$ cat config.mk
export PLATFORM = sky130hd
export DESIGN_NAME = ff_header_frame_parser_unit_flat
export DESIGN_NICKNAME = d
export VERILOG_FILES = /design/src/ffhp_pkg.sv /design/src/ffhp_if.sv /design/src/ffhp_ctrl.sv /design/src/ffhp_dp.sv /design/src/ff_header_frame_parser_unit.sv /design/src/flat_wrapper.sv
export SDC_FILE = /design/constraint.sdc
export NUM_CORES = 1
export LEC_CHECK = 0
export BUFFER_PORTS_ARGS = -buffer_cell sky130_fd_sc_hd__buf_2
export CAP_MARGIN = 5
export CORE_ASPECT_RATIO = 0.8
export CORE_MARGIN = 2
export CORE_UTILIZATION = 45
export DETAILED_ROUTE_END_ITERATION = 8
export GPL_TIMING_DRIVEN = 0
export HOLD_SLACK_MARGIN = 0.1
export SLEW_MARGIN = 0
export SYNTH_ARGS = -nofsm -noshare
export SYNTH_HDL_FRONTEND = slang
export SYNTH_HIERARCHICAL = 1
export SYNTH_SLANG_ARGS = --single-unit
$ cat constraint.sdc
create_clock -name clk -period 2.1 [get_ports clk]
set_input_delay 0.315 -clock clk [delete_from_list [all_inputs] [get_ports clk]]
set_output_delay 0.315 -clock clk [all_outputs]
set_load 0.02 [all_outputs]
$ cat src/ffhp_pkg.sv
// ----------------------------------------------------------------------------
// ffhp_pkg
// Shared constants and control structs of the header frame parser.
// ----------------------------------------------------------------------------
`default_nettype none

package ffhp_pkg;

	// field widths fixed by the result format
	localparam int BYTE_W      = 8;
	localparam int FRAME_LEN_W = 5;
	localparam int PARAM_IDX_W = 4;

	// header byte value
	localparam logic [BYTE_W-1:0] HDR_BYTE = 8'hFF;

	// commands from controller to datapath
	typedef struct packed {
		logic cap_first;
		logic cap_type;
		logic cap_len;
		logic drop_len;
		logic wr_param;
		logic clr_cnt;
		logic inc_cnt;
	} ffhp_cmd_t;

	// status from datapath to controller
	typedef struct packed {
		logic hdr_ok;
		logic len_ok;
		logic len_zero;
		logic cnt_last;
		logic csum_ok;
	} ffhp_sts_t;

endpackage

`default_nettype wire

$ cat src/ffhp_if.sv
// ----------------------------------------------------------------------------
// ffhp_if
// Valid/ready channels: received byte words in, parsed result words out.
// ----------------------------------------------------------------------------
`default_nettype none

interface ffhp_rx_if;
	import ffhp_pkg::*;
	logic              valid;
	logic              ready;
	logic [BYTE_W-1:0] rx_byte;
	modport source (output valid, output rx_byte, input ready);
	modport sink (input valid, input rx_byte, output ready);
endinterface

interface ffhp_res_if;
	import ffhp_pkg::*;
	logic                   valid;
	logic                   ready;
	logic [BYTE_W-1:0]      frame_type;
	logic [FRAME_LEN_W-1:0] frame_length;
	logic [PARAM_IDX_W-1:0] param_index;
	logic [BYTE_W-1:0]      param_value;
	logic                   param_present;
	logic                   last_item;
	modport source (output valid, output frame_type, output frame_length,
		output param_index, output param_value, output param_present,
		output last_item, input ready);
	modport sink (input valid, input frame_type, input frame_length,
		input param_index, input param_value, input param_present,
		input last_item, output ready);
endinterface

`default_nettype wire

$ cat src/ffhp_ctrl.sv
// ----------------------------------------------------------------------------
// ffhp_ctrl
// Frame parse and result release state machine; drives datapath commands.
// ----------------------------------------------------------------------------
`default_nettype none

module ffhp_ctrl (
	input  wire logic              clk,
	input  wire logic              arst_n,
	input  wire logic              rx_valid,
	output logic                   rx_ready,
	output logic                   res_valid,
	input  wire logic              res_ready,
	input  wire ffhp_pkg::ffhp_sts_t sts,
	output ffhp_pkg::ffhp_cmd_t    cmd
);
	import ffhp_pkg::*;

	typedef enum logic [2:0] {
		ST_HDR1,
		ST_HDR2,
		ST_TYPE,
		ST_LEN,
		ST_PARAM,
		ST_CSUM,
		ST_LOAD,
		ST_SHOW
	} state_t;

	state_t state_q;
	logic   rx_acc;
	logic   res_acc;

	// handshakes
	assign rx_ready  = (state_q != ST_LOAD) && (state_q != ST_SHOW);
	assign res_valid = (state_q == ST_SHOW);
	assign rx_acc    = rx_valid && rx_ready;
	assign res_acc   = res_valid && res_ready;

	// datapath commands
	always_comb begin
		cmd = '0;
		unique case (state_q)
			ST_HDR1:  cmd.cap_first = rx_acc;
			ST_HDR2:  cmd = '0;
			ST_TYPE:  cmd.cap_type = rx_acc;
			ST_LEN: begin
				cmd.cap_len  = rx_acc && sts.len_ok;
				cmd.clr_cnt  = rx_acc && sts.len_ok;
				cmd.drop_len = rx_acc && !sts.len_ok;
			end
			ST_PARAM: cmd.wr_param = rx_acc;
			ST_CSUM:  cmd.clr_cnt = rx_acc && sts.csum_ok;
			ST_LOAD:  cmd = '0;
			ST_SHOW:  cmd.inc_cnt = res_acc && !sts.cnt_last;
		endcase
	end

	// state register
	always_ff @(posedge clk or negedge arst_n) begin
		if (!arst_n) begin
			state_q <= ST_HDR1;
		end else begin
			unique case (state_q)
				ST_HDR1: begin
					if (rx_acc) state_q <= ST_HDR2;
				end
				ST_HDR2: begin
					if (rx_acc) state_q <= sts.hdr_ok ? ST_TYPE : ST_HDR1;
				end
				ST_TYPE: begin
					if (rx_acc) state_q <= ST_LEN;
				end
				ST_LEN: begin
					if (rx_acc) begin
						if (!sts.len_ok)      state_q <= ST_HDR1;
						else if (sts.len_zero) state_q <= ST_CSUM;
						else                  state_q <= ST_PARAM;
					end
				end
				ST_PARAM: begin
					if (rx_acc && sts.cnt_last) state_q <= ST_CSUM;
				end
				ST_CSUM: begin
					if (rx_acc) state_q <= sts.csum_ok ? ST_LOAD : ST_HDR1;
				end
				ST_LOAD: state_q <= ST_SHOW;
				ST_SHOW: begin
					if (res_acc) state_q <= sts.cnt_last ? ST_HDR1 : ST_LOAD;
				end
			endcase
		end
	end

endmodule

`default_nettype wire

$ cat src/ffhp_dp.sv
// ----------------------------------------------------------------------------
// ffhp_dp
// Header, length and checksum registers, parameter memory and result fields.
// ----------------------------------------------------------------------------
`default_nettype none

module ffhp_dp #(
	parameter int MAX_PARAMS = 16
) (
	input  wire logic                            clk,
	input  wire logic                            arst_n,
	input  wire logic [ffhp_pkg::BYTE_W-1:0]     rx_byte,
	input  wire ffhp_pkg::ffhp_cmd_t             cmd,
	output ffhp_pkg::ffhp_sts_t                  sts,
	output logic [ffhp_pkg::BYTE_W-1:0]          frame_type,
	output logic [ffhp_pkg::FRAME_LEN_W-1:0]     frame_length,
	output logic [ffhp_pkg::PARAM_IDX_W-1:0]     param_index,
	output logic [ffhp_pkg::BYTE_W-1:0]          param_value,
	output logic                                 param_present,
	output logic                                 last_item
);
	import ffhp_pkg::*;

	localparam int AW = (MAX_PARAMS > 1) ? $clog2(MAX_PARAMS) : 1;
	localparam int LW = $clog2(MAX_PARAMS + 1);

	logic [BYTE_W-1:0] first_q;
	logic [BYTE_W-1:0] type_q;
	logic [LW-1:0]     len_q;
	logic [BYTE_W-1:0] sum_q;
	logic [AW-1:0]     cnt_q;
	logic [BYTE_W-1:0] rd_q;
	logic [BYTE_W-1:0] mem [MAX_PARAMS];
	logic              held_zero;

	// status toward the controller
	assign held_zero    = (len_q == '0);
	assign sts.hdr_ok   = (first_q == HDR_BYTE) && (rx_byte == HDR_BYTE);
	assign sts.len_ok   = (rx_byte <= BYTE_W'(MAX_PARAMS));
	assign sts.len_zero = (rx_byte == '0);
	assign sts.cnt_last = held_zero || ((LW'(cnt_q) + LW'(1)) == len_q);
	assign sts.csum_ok  = (~sum_q == rx_byte);

	// frame registers
	always_ff @(posedge clk or negedge arst_n) begin
		if (!arst_n) begin
			first_q <= '0;
			type_q  <= '0;
			len_q   <= '0;
			sum_q   <= '0;
			cnt_q   <= '0;
		end else begin
			if (cmd.cap_first) first_q <= rx_byte;
			if (cmd.cap_type) begin
				type_q <= rx_byte;
				sum_q  <= rx_byte;
			end
			if (cmd.cap_len) begin
				len_q <= LW'(rx_byte);
				sum_q <= sum_q + rx_byte;
			end
			if (cmd.drop_len) len_q <= '0;
			if (cmd.wr_param) begin
				sum_q <= sum_q + rx_byte;
				cnt_q <= cnt_q + AW'(1);
			end
			if (cmd.clr_cnt) cnt_q <= '0;
			if (cmd.inc_cnt) cnt_q <= cnt_q + AW'(1);
		end
	end

	// parameter memory, registered read at the counter
	always_ff @(posedge clk) begin
		if (cmd.wr_param) mem[cnt_q] <= rx_byte;
		rd_q <= mem[cnt_q];
	end

	// result word fields
	assign frame_type    = type_q;
	assign frame_length  = FRAME_LEN_W'(len_q);
	assign param_index   = PARAM_IDX_W'(cnt_q);
	assign param_present = !held_zero;
	assign param_value   = held_zero ? '0 : rd_q;
	assign last_item     = sts.cnt_last;

endmodule

`default_nettype wire

$ cat src/ff_header_frame_parser_unit.sv
// Results follow a taken checksum word through the ST_LOAD and ST_SHOW states.
// Throughput: one received word per cycle while parsing; after a good checksum,
// each result is loaded (parameter memory read register), then shown until taken.
// Input is held off until the last result is taken (one empty one if no params).
// Reset: asynchronous, active low; parser returns to the first header byte,
// parameter memory is not cleared.
// ----------------------------------------------------------------------------
// ff_header_frame_parser_unit
// Parses 0xFF 0xFF type length params checksum frames into result words.
// ----------------------------------------------------------------------------
`default_nettype none

module ff_header_frame_parser_unit #(
	parameter int MAX_PARAMS = 16
) (
	input  wire logic clk,
	input  wire logic arst_n,
	ffhp_rx_if.sink   rx_ch,
	ffhp_res_if.source res_ch
);
	import ffhp_pkg::*;

	ffhp_cmd_t cmd;
	ffhp_sts_t sts;

	// controller
	ffhp_ctrl u_ctrl (
		.clk       (clk),
		.arst_n    (arst_n),
		.rx_valid  (rx_ch.valid),
		.rx_ready  (rx_ch.ready),
		.res_valid (res_ch.valid),
		.res_ready (res_ch.ready),
		.sts       (sts),
		.cmd       (cmd)
	);

	// datapath
	ffhp_dp #(
		.MAX_PARAMS (MAX_PARAMS)
	) u_dp (
		.clk           (clk),
		.arst_n        (arst_n),
		.rx_byte       (rx_ch.rx_byte),
		.cmd           (cmd),
		.sts           (sts),
		.frame_type    (res_ch.frame_type),
		.frame_length  (res_ch.frame_length),
		.param_index   (res_ch.param_index),
		.param_value   (res_ch.param_value),
		.param_present (res_ch.param_present),
		.last_item     (res_ch.last_item)
	);

endmodule

`default_nettype wire

$ cat src/flat_wrapper.sv
// flat-port wrapper written by rule: the top's interface ports become plain ports
module ff_header_frame_parser_unit_flat import ffhp_pkg::*;
#(
	parameter int MAX_PARAMS = 16
)
  (clk, arst_n, rx_ch_valid, rx_ch_rx_byte, rx_ch_ready, res_ch_valid, res_ch_frame_type, res_ch_frame_length, res_ch_param_index, res_ch_param_value, res_ch_param_present, res_ch_last_item, res_ch_ready);
  ffhp_rx_if rx_ch_i ();
  ffhp_res_if res_ch_i ();
  input  wire logic clk;
  input  wire logic arst_n;
  input wire logic [$bits(rx_ch_i.valid)-1:0] rx_ch_valid;
  input wire logic [$bits(rx_ch_i.rx_byte)-1:0] rx_ch_rx_byte;
  output wire logic [$bits(rx_ch_i.ready)-1:0] rx_ch_ready;
  output wire logic [$bits(res_ch_i.valid)-1:0] res_ch_valid;
  output wire logic [$bits(res_ch_i.frame_type)-1:0] res_ch_frame_type;
  output wire logic [$bits(res_ch_i.frame_length)-1:0] res_ch_frame_length;
  output wire logic [$bits(res_ch_i.param_index)-1:0] res_ch_param_index;
  output wire logic [$bits(res_ch_i.param_value)-1:0] res_ch_param_value;
  output wire logic [$bits(res_ch_i.param_present)-1:0] res_ch_param_present;
  output wire logic [$bits(res_ch_i.last_item)-1:0] res_ch_last_item;
  input wire logic [$bits(res_ch_i.ready)-1:0] res_ch_ready;
  assign rx_ch_i.valid = rx_ch_valid;
  assign rx_ch_i.rx_byte = rx_ch_rx_byte;
  assign rx_ch_ready = rx_ch_i.ready;
  assign res_ch_valid = res_ch_i.valid;
  assign res_ch_frame_type = res_ch_i.frame_type;
  assign res_ch_frame_length = res_ch_i.frame_length;
  assign res_ch_param_index = res_ch_i.param_index;
  assign res_ch_param_value = res_ch_i.param_value;
  assign res_ch_param_present = res_ch_i.param_present;
  assign res_ch_last_item = res_ch_i.last_item;
  assign res_ch_i.ready = res_ch_ready;
  ff_header_frame_parser_unit #(.MAX_PARAMS(MAX_PARAMS)) u_core (.clk(clk), .arst_n(arst_n), .rx_ch(rx_ch_i), .res_ch(res_ch_i));
endmodule
## Word level (Yosys, flattened, before mapping)

Memories as Yosys holds them, arrays and structs flattened. A register that Yosys moved wholly into a read port is not among the register bits.
Cells that the tools add are included.

- Register bits after elaboration: 36
- RAM bits: 128
- Bits of input ports: 12
- Output and inout bits: 29
- Memories kept: 1

Memory list:

| name | depth | width | read ports | clocked after Yosys merged registers in | wr ports | line | text |
|---|---|---|---|---|---|---|---|
| u_core.u_dp.mem | 16 | 8 | 1 | 1 | 1 | ffhp_dp.sv:33 | `logic [BYTE_W-1:0] mem [MAX_PARAMS];` |

- $add $sub $neg: 3
- Magnitude comparators: 1
- Equality and inequality tests: 20
- Multiplexer cells: 30
- Bitwise operators: 1
- Reductions and logical operators: 20

Operator list:

| kind | count |
|---|---|
| 8-bit two-way mux | 4 |
| 3-bit two-way mux | 10 |
| 3-bit one-hot mux with 8 select lines | 1 |
| 8-bit equality test, second input constant | 2 |
| 3-bit equality test, second input constant | 4 |
| 4-bit two-way mux | 3 |
| 2-bit != test, second input constant | 6 |
| 5-bit two-way mux | 2 |
| 1-bit logical AND | 9 |
| 8-bit adder | 1 |
| 8-bit equality test | 1 |
| 8-bit by 5-bit <= comparator with 1-bit output, second input constant | 1 |
| 8-bit logical NOT | 1 |
| 8-bit NOT | 1 |
| 1-bit two-way mux | 7 |
| 7-bit AND reduction | 1 |
| 3-bit by 2-bit equality test with 1-bit output, second input constant | 2 |
| 3-bit != test, second input constant | 2 |
| 3-bit nonzero test | 2 |
| 4-bit by 1-bit adder with 5-bit output, second input constant | 1 |
| 5-bit equality test | 1 |
| 5-bit logical NOT | 1 |
| 4-bit by 1-bit adder with 4-bit output, second input constant | 1 |
| 2-bit two-way mux | 2 |
| 7 further kinds | 9 |

## Depth between registers and ports, before layout

Gate-level depths: netlist of run 1.

- Word-level depth: 7
- Mapped depth: 12
- Gate-level depth less buffers: 9

## By module

The synthesis of run 1 kept the hierarchy.

Modules (own cells, without submodules):

| module | times used | cells an instance | area an instance (um^2) |
|---|---|---|---|
| ffhp_dp | 1 | 410 | 7168.1 |
| ffhp_ctrl | 1 | 40 | 311.5 |

## Worst setup path after synthesis of run 1

No wires, ideal clock.

- Kind: reg2reg
- From: reg u_core.u_dp.cnt_q[0] (netlist: u_core/u_dp/param_index[0])
- To: reg u_core.u_dp.cnt_q[2] (netlist: u_core/u_dp/param_index[2])
- Library setup time: 0.133 ns
- Arrival: 2.823 ns
- Required time: 1.967 ns
- Setup slack: -0.856 ns
- Cell stages (with the launch flop): 13
- Period minus slack after synthesis: 2.956 ns
- Cell sequence: dfrtp_1 > buf_6 > buf_8 > inv_1 > ha_1 > xnor2_1 > nand3_1 > o21ai_0 > buf_4 > and3b_1 > o21ai_0 > xor2_1 > a21oi_1

RTL lines:

| what | line | text |
|---|---|---|
| from (decl) | ffhp_dp.sv:31 | `logic [AW-1:0] cnt_q;` |
| from (signal assigned) | ffhp_dp.sv:65 | `cnt_q <= cnt_q + AW'(1);` |
| from (signal assigned) | ffhp_dp.sv:68 | `if (cmd.inc_cnt) cnt_q <= cnt_q + AW'(1);` |

## Final worst setup path of run 1

- From: reg u_core.u_dp.cnt_q[0] (netlist: u_core/u_dp/param_index[0])
- To: out res_ch_last_item

- Longest elaborated chain between the ends: 3

RTL lines:

| what | line | text |
|---|---|---|
| 4-bit by 1-bit adder with 5-bit output | ffhp_dp.sv:41 | `assign sts.cnt_last = held_zero \|\| ((LW'(cnt_q) + LW'(1)) == len_q);` |
| 5-bit equality test | ffhp_dp.sv:41 |  |
| 1-bit logical OR | ffhp_dp.sv:41 |  |
| to (decl) | flat_wrapper.sv:20 | `output wire logic [$bits(res_ch_i.last_item)-1:0] res_ch_last_item;` |

No other way between the ends.

==> results of run 1 <==
-- per-layer routing --
metal / track usage [%] / part of all wire (%) / vias to the layer above
met4: 6.19 / 1.3 / 0
met5: 0 / 0 / -
li1: - / - / 1941
met3: 4.37 / 5.0 / 23
met2: 29.3 / 47 / 128
met1: 29.0 / 47 / 2265
-- worst reg2reg max path, stage by stage (launching register included) --
cell and delay, ps:
dfrtp_2 460, buf_12 150, buf_12 130, inv_8 50
ha_4 200, xnor2_2 140, nand3_2 110, o21ai_4 170
buf_6 140, and3b_2 270, o21ai_2 150, xor2_1 140
a21oi_1 50
-- how the worst min path moves through the flow --
stage,startpoint,to,slack (ps)
floorplan,arst_n,u_core/u_ctrl/state_q[0],20
finish,rx_ch_valid,u_core/u_ctrl/state_q[2],220
global placement,arst_n,u_core/u_dp/frame_length[3],450
detailed placement,arst_n,u_core/u_dp/frame_length[1],480
CTS,rx_ch_valid,u_core/u_ctrl/state_q[2],180
global route,rx_ch_valid,u_core/u_ctrl/state_q[2],220
-- state kept, by name, summed over array words and instances (netlist names) --
name	cells
u_core/u_ctrl/state_q	3
u_core/u_dp/first_q	8
u_core/u_dp/frame_length	5
u_core/u_dp/frame_type	8
u_core/u_dp/mem	128
u_core/u_dp/param_index	4
u_core/u_dp/rd_q	8
u_core/u_dp/sum_q	8
-- stage by stage --
stage / std cells / instance area, um2 / power [uW] / setup TNS (ps)
after floorplan: 450 / 7580 / 6500 / -887
after global placement: 710 / 8050 / 7280 / -60990
after detailed placement: 710 / 8050 / 7360 / -70810
after CTS: 765 / 9210 / 10800 / -2200
after global routing: 773 / 9420 / 11400 / -3420
final: 773 / 9420 / 10900 / -2030
-- kinds of logic (layout without fill, tap and decap cells) --
group	after synthesis	in the layout	synth area share [%]
XOR/XNOR	9	9	1.05
flip-flops	172	172	65.6
adder cells (fa/ha/maj)	12	12	2.11
multiplexers	66	66	16.8
AO/OA/AOI/OAI	45	45	3.63
buffers and inverters	35	138	3.08
AND/OR/NAND/NOR	111	111	7.73
-- cell usage after synthesis (8+ instances only) --
| master | count |
|---|---|
| nand2b_1 | 10 |
| dfrtp_1 | 36 |
| a21oi_1 | 13 |
| nor2b_1 | 11 |
| mux2i_1 | 11 |
| mux2_2 | 14 |
| edfxtp_1 | 128 |
| nand2_1 | 25 |
| dfxtp_1 | 8 |
| o21ai_0 | 17 |
| ha_1 | 11 |
| inv_1 | 12 |
| nor2_1 | 30 |
| nor3_1 | 8 |
| mux4_2 | 20 |
| mux4_1 | 20 |
-- power by group through the flow --
stage	registers [uW]	logic, uW	clock network (uW)
floorplan	4320	2180	0
global placement	4270	3010	0
detailed placement	4280	3070	0
CTS	4220	3490	3080
global route	4290	3860	3200
finish	4250	3620	3000
-- cell type report --
type	count	area (um2)	share of cell area, %
flip-flops and latches	172	4910	52.2
multi-input cells	243	2720	28.8
repair buffers	72	636	6.75
clock buffers	18	439	4.66
well taps	220	275	2.92
plain buffers	21	244	2.59
clock inverters	14	134	1.42
inverters	13	61.3	0.651
-- repair_timing --
| action | 4_1_cts | 5_1_grt |
|---|---|---|
| resized for setup | 77 | 38 |
| endpoints found under the hold margin | 36 | 0 |
| buffers inserted | 23 | 8 |
| hold buffers | 1 | 0 |
| setup endpoints to repair | 155 | 162 |
| pin swaps | 21 | 11 |
==> out/qor.csv, run 1 <==
metric;value;unit
Seq/Total Area, Yosys;65.6;%
actual slew at the worst max-slew pin;870;ps
shortest period the worst path allows;2280;ps
chip height;119;um
Post-synth top flop;edfxtp_1;
reg2reg start;u_core/u_dp/param_index[0];
EDFF count, synth;128;
GRT overflow;0;
Slowest cell on crit path;dfrtp_2;
crit path launch type;flip-flop;
clk_skew;11.5;ps
Starting Density;45.6;%
Switching Share;30.4;%
RSZ-0062 raised after global routing;true;
Clock Root Buffer;clkbuf_16;
Die X-Extent;148;um
final hold slack;223;ps
Max Freq;439;MHz
Leak Pwr;0.00339;uW
Fillers;1262;
critical path's top delay family;buffers and inverters;
drt total wl;16800;um
first-pass GRT wire length;25100;um
depth of the worst register-to-register path;12;
relative slew slack;42.0;%
clk_lat worst skew;430;ps
routed wire length per instance;21.7;um
power per cell area;1160;mW/mm2
largest net degree at the start of global routing;37;
TritonCTS clock tree;built;
largest cells by area after synthesis;edfxtp_1, dfrtp_1, mux4_1;
ys async rst share;20.9;%
DRT iter0 DRCs;399;
Max clock buf depth;2;
Seq pwr share;39.1;%
commonest non-fill, non-tap cell in the layout;edfxtp_1;
Final setup viols;22;
Worst Setup EP;res_ch_last_item;
# clock sinks;172;
Tightest Hold Check Type;in2reg;
Row Count;42;
Pre-Repair DR Iteration Count;6;
htree depth;4;
fraction of layout cells with a size suffix above 1;40.3;%
Hold Fails Final Rpt;0;
Max IR drop VDD;630;uV
Max-cap violations;0;
crit path from;u_core/u_dp/param_index[0];
reg-to-reg setup timing slack;-160;ps
reg-to-reg endpoint;u_core/u_dp/param_index[2];
syn nets;474;
DR DRC count;0;
vias in the first global route;4233;
die area;0.0177;mm2
IO Pins;41;
pre-CTS setup slack;-652;ps
Critical path buffers and inverters;4;
Yosys cell types;57;
CP max stage delay;460;ps
Routed Antenna Nets;0;
Int Pwr;7570;uW
CORE AREA;0.0164;mm2
worst-path cell chain;buf_12, buf_12, inv_8, ha_4, xnor2_2, nand3_2, o21ai_4, buf_6;
hold path cells;3;
n_diodes;0;
Total Routing Usage GR;19.6;%
cell count after synthesis;450;
HPWL after detailed placement;10600;um
via count;4357;
Final Wtd Congestion;0.904;
failing checks;negative setup slack;
crit-path most repeated cell;buf_12;
Clk pwr share;27.6;%
area share of the largest cell type after synthesis;51.4;%
commonest non-fill, non-tap cells in the layout;edfxtp_1, buf_2, dfrtp_1, buf_4, mux4_2;
Final Cycle Share;108;%
P&R area growth vs syn;25.9;%
Max Transition Viols Final;0;
synthesized cell area;0.00748;mm2
combinational power share;33.3;%
yosys warns;6;
mean area per synthesized cell;16.6;um2
Finished Core Util;57.4;%
switching power;3310;uW
critical path class;reg2out;
Final Net Count;564;
dominant cell type by area after synthesis;edfxtp_1;
critical path endpoint category;output port;
CTS Buf Count;17;
Yosys reg bits;172;
post-route worst setup slack;-176;ps
Clock Pin Slew Worst Setup and Hold Paths;70;ps
Crit Path Max Fanout;4;
Worst EP required;1780;ps
initial antenna violation count;0;
IO buf count;40;
WP data arrival;1960;ps
vias per cell;5.64;
status;complete, but fails checks;
CP Depth;8;
Power figures use the tool's default switching activity.
==> inputs of run 2 (changes only) <==
--- a/config.mk
+++ b/config.mk
@@ -13,6 +13,7 @@
 export DETAILED_ROUTE_END_ITERATION = 8
 export GPL_TIMING_DRIVEN = 0
 export HOLD_SLACK_MARGIN = 0.1
+export REMOVE_ABC_BUFFERS = 1
 export SLEW_MARGIN = 0
 export SYNTH_ARGS = -nofsm -noshare
 export SYNTH_HDL_FRONTEND = slang
==> out/qor.csv, run 2 (synthesis results as in run 1) <==
metric;value;unit
Max Transition Viols Final;0;
power per cell area;1150;mW/mm2
Leak Pwr;0.00336;uW
Biggest register;u_core/u_dp/mem;
Final Wtd Congestion;0.790;
initial antenna violation count;0;
critical path's top delay family;flip-flops;
n_diodes;0;
fraction of layout cells with a size suffix above 1;41.7;%
vias per cell;5.73;
critical path class;reg2out;
critical path endpoint category;output port;
Starting Density;45.6;%
relative slew slack;42.9;%
CORE AREA;0.0164;mm2
commonest non-fill, non-tap cells in the layout;edfxtp_1, buf_4, buf_2, dfrtp_1, mux4_2;
Die X-Extent;148;um
P&R area growth vs syn;24.7;%
RSZ-0062 raised after global routing;true;
Critical path buffers and inverters;3;
GRT overflow;0;
DRT iter0 DRCs;315;
actual slew at the worst max-slew pin;857;ps
Clock Pin Slew Worst Setup and Hold Paths;70;ps
shortest period the worst path allows;2400;ps
number of flip-flops in the largest register;128;
WP data arrival;2080;ps
Final Cell Area;0.00933;mm2
crit path launch type;flip-flop;
via count;4416;
pre-CTS setup slack;-1320;ps
clk_lat worst skew;420;ps
Slowest cell on crit path;dfrtp_4;
IO buf count;40;
commonest non-fill, non-tap cell in the layout;edfxtp_1;
Pre-Repair DR Iteration Count;5;
vias in the first global route;4242;
failing checks;negative setup slack;
drt total wl;17000;um
Max clock buf depth;2;
Final Cycle Share;114;%
first-pass GRT wire length;25200;um
post-route worst setup slack;-299;ps
clk_skew;7.14;ps
TritonCTS clock tree;built;
die area;0.0177;mm2
reg2reg start;u_core/u_dp/param_index[0];
CP max stage delay;510;ps
HPWL after detailed placement;9550;um
Total Routing Usage GR;19.7;%
Clock Root Buffer;clkbuf_16;
dpl cells;689;
crit path from;u_core/u_dp/param_index[0];
Max Freq;417;MHz
dpl cell area;0.00781;mm2
DR DRC count;0;
Worst EP required;1780;ps
IO Pins;41;
Hold Path Origin;rx_ch_valid;
Final setup viols;16;
Hold Fails Final Rpt;0;
Final Net Count;562;
routed wire length per instance;22.0;um
Routed Antenna Nets;0;
Crit Path Max Fanout;5;
Tightest Hold Check Type;in2reg;
Cell Count, Final, Fillers Out;771;
Max IR drop VDD;714;uV
chip height;119;um
largest net degree at the start of global routing;37;
worst-path cell chain;buf_12, inv_4, ha_4, xnor2_2, nand3_2, o21ai_4, buf_6;
CTS Buf Count;17;
htree depth;4;
status;complete, but fails checks;
# clock sinks;172;
Max-cap violations;0;
Row Count;42;
[run 2: changes by cell type in the layout (fill, tap and decap cells not counted), moves of 3 or more]
cell / before / now
o21ai_2: 1 / 4
buf_12: 15 / 7
buf_4: 26 / 38
dfrtp_4: 0 / 4
buf_2: 31 / 28
[run 2: area by class of cell]
cell class	instances	area, um2
multi-input cells	243	2710
clock inverters	13	130
repair buffers	91	801
flip-flops and latches	172	4920
clock buffers	19	433
inverters	13	51.3
well taps	220	275
fillers	1267	7070
[run 2: through the flow]
| step | hold slack [ps] | total power, uW | setup TNS [ps] | util [%] |
|---|---|---|---|---|
| 2_1_floorplan | 19.4 | 6150 | -73620 | - |
| 3_3_place_gp | 460 | 6810 | -206750 | 47.4 |
| 3_5_place_dp | 466 | 6920 | -141320 | 47.6 |
| 4_1_cts | 172 | 10500 | -2500 | 54.5 |
| 5_1_grt | 203 | 11200 | -4150 | 56.9 |
| 6_report | 191 | 10700 | -2190 | 56.9 |
[run 2: per-layer routing]
metal / global-route usage [%] / share of wire, %
met1: 28.3 / 45
met2: 30.8 / 48
met3: 3.68 / 5.9
met4: 6.61 / 1.7
met5: 0 / 0
[run 2: final timing paths]
path / end / slack (ps) / cells after the start
worst max-delay path: res_ch_last_item / -300 / 7
worst min-delay path: u_core/u_ctrl/state_q[2] / 190 / 3
worst max register to register: u_core/u_ctrl/state_q[1] / -250 / 9
worst min register to register: u_core/u_dp/frame_type[4] / 500 / 1
max in group asynchronous: u_core/u_dp/param_index[2] / 930 / 2
min in group asynchronous: u_core/u_dp/sum_q[3] / 530 / 2
[run 2: timing repair]
item / CTS / global route
gates resized for setup: 79 / 51
pin swaps: 14 / 18
hold buffers: 1 / 0
setup endpoints to repair: 166 / 155
gates cloned: 1 / 0
setup buffers: 24 / 24
endpoints found under the hold margin: 36 / 0
[run 2: tightest hold or removal path, stage by stage]
cell     delay, ps
buf_2          130
nor2_1          80
a41oi_1         50
[run 2: power by group]
| part | switching (uW) | internal, uW |
|---|---|---|
| clock network | 1320 | 1660 |
| logic | 1610 | 1760 |
| registers | 315 | 4040 |
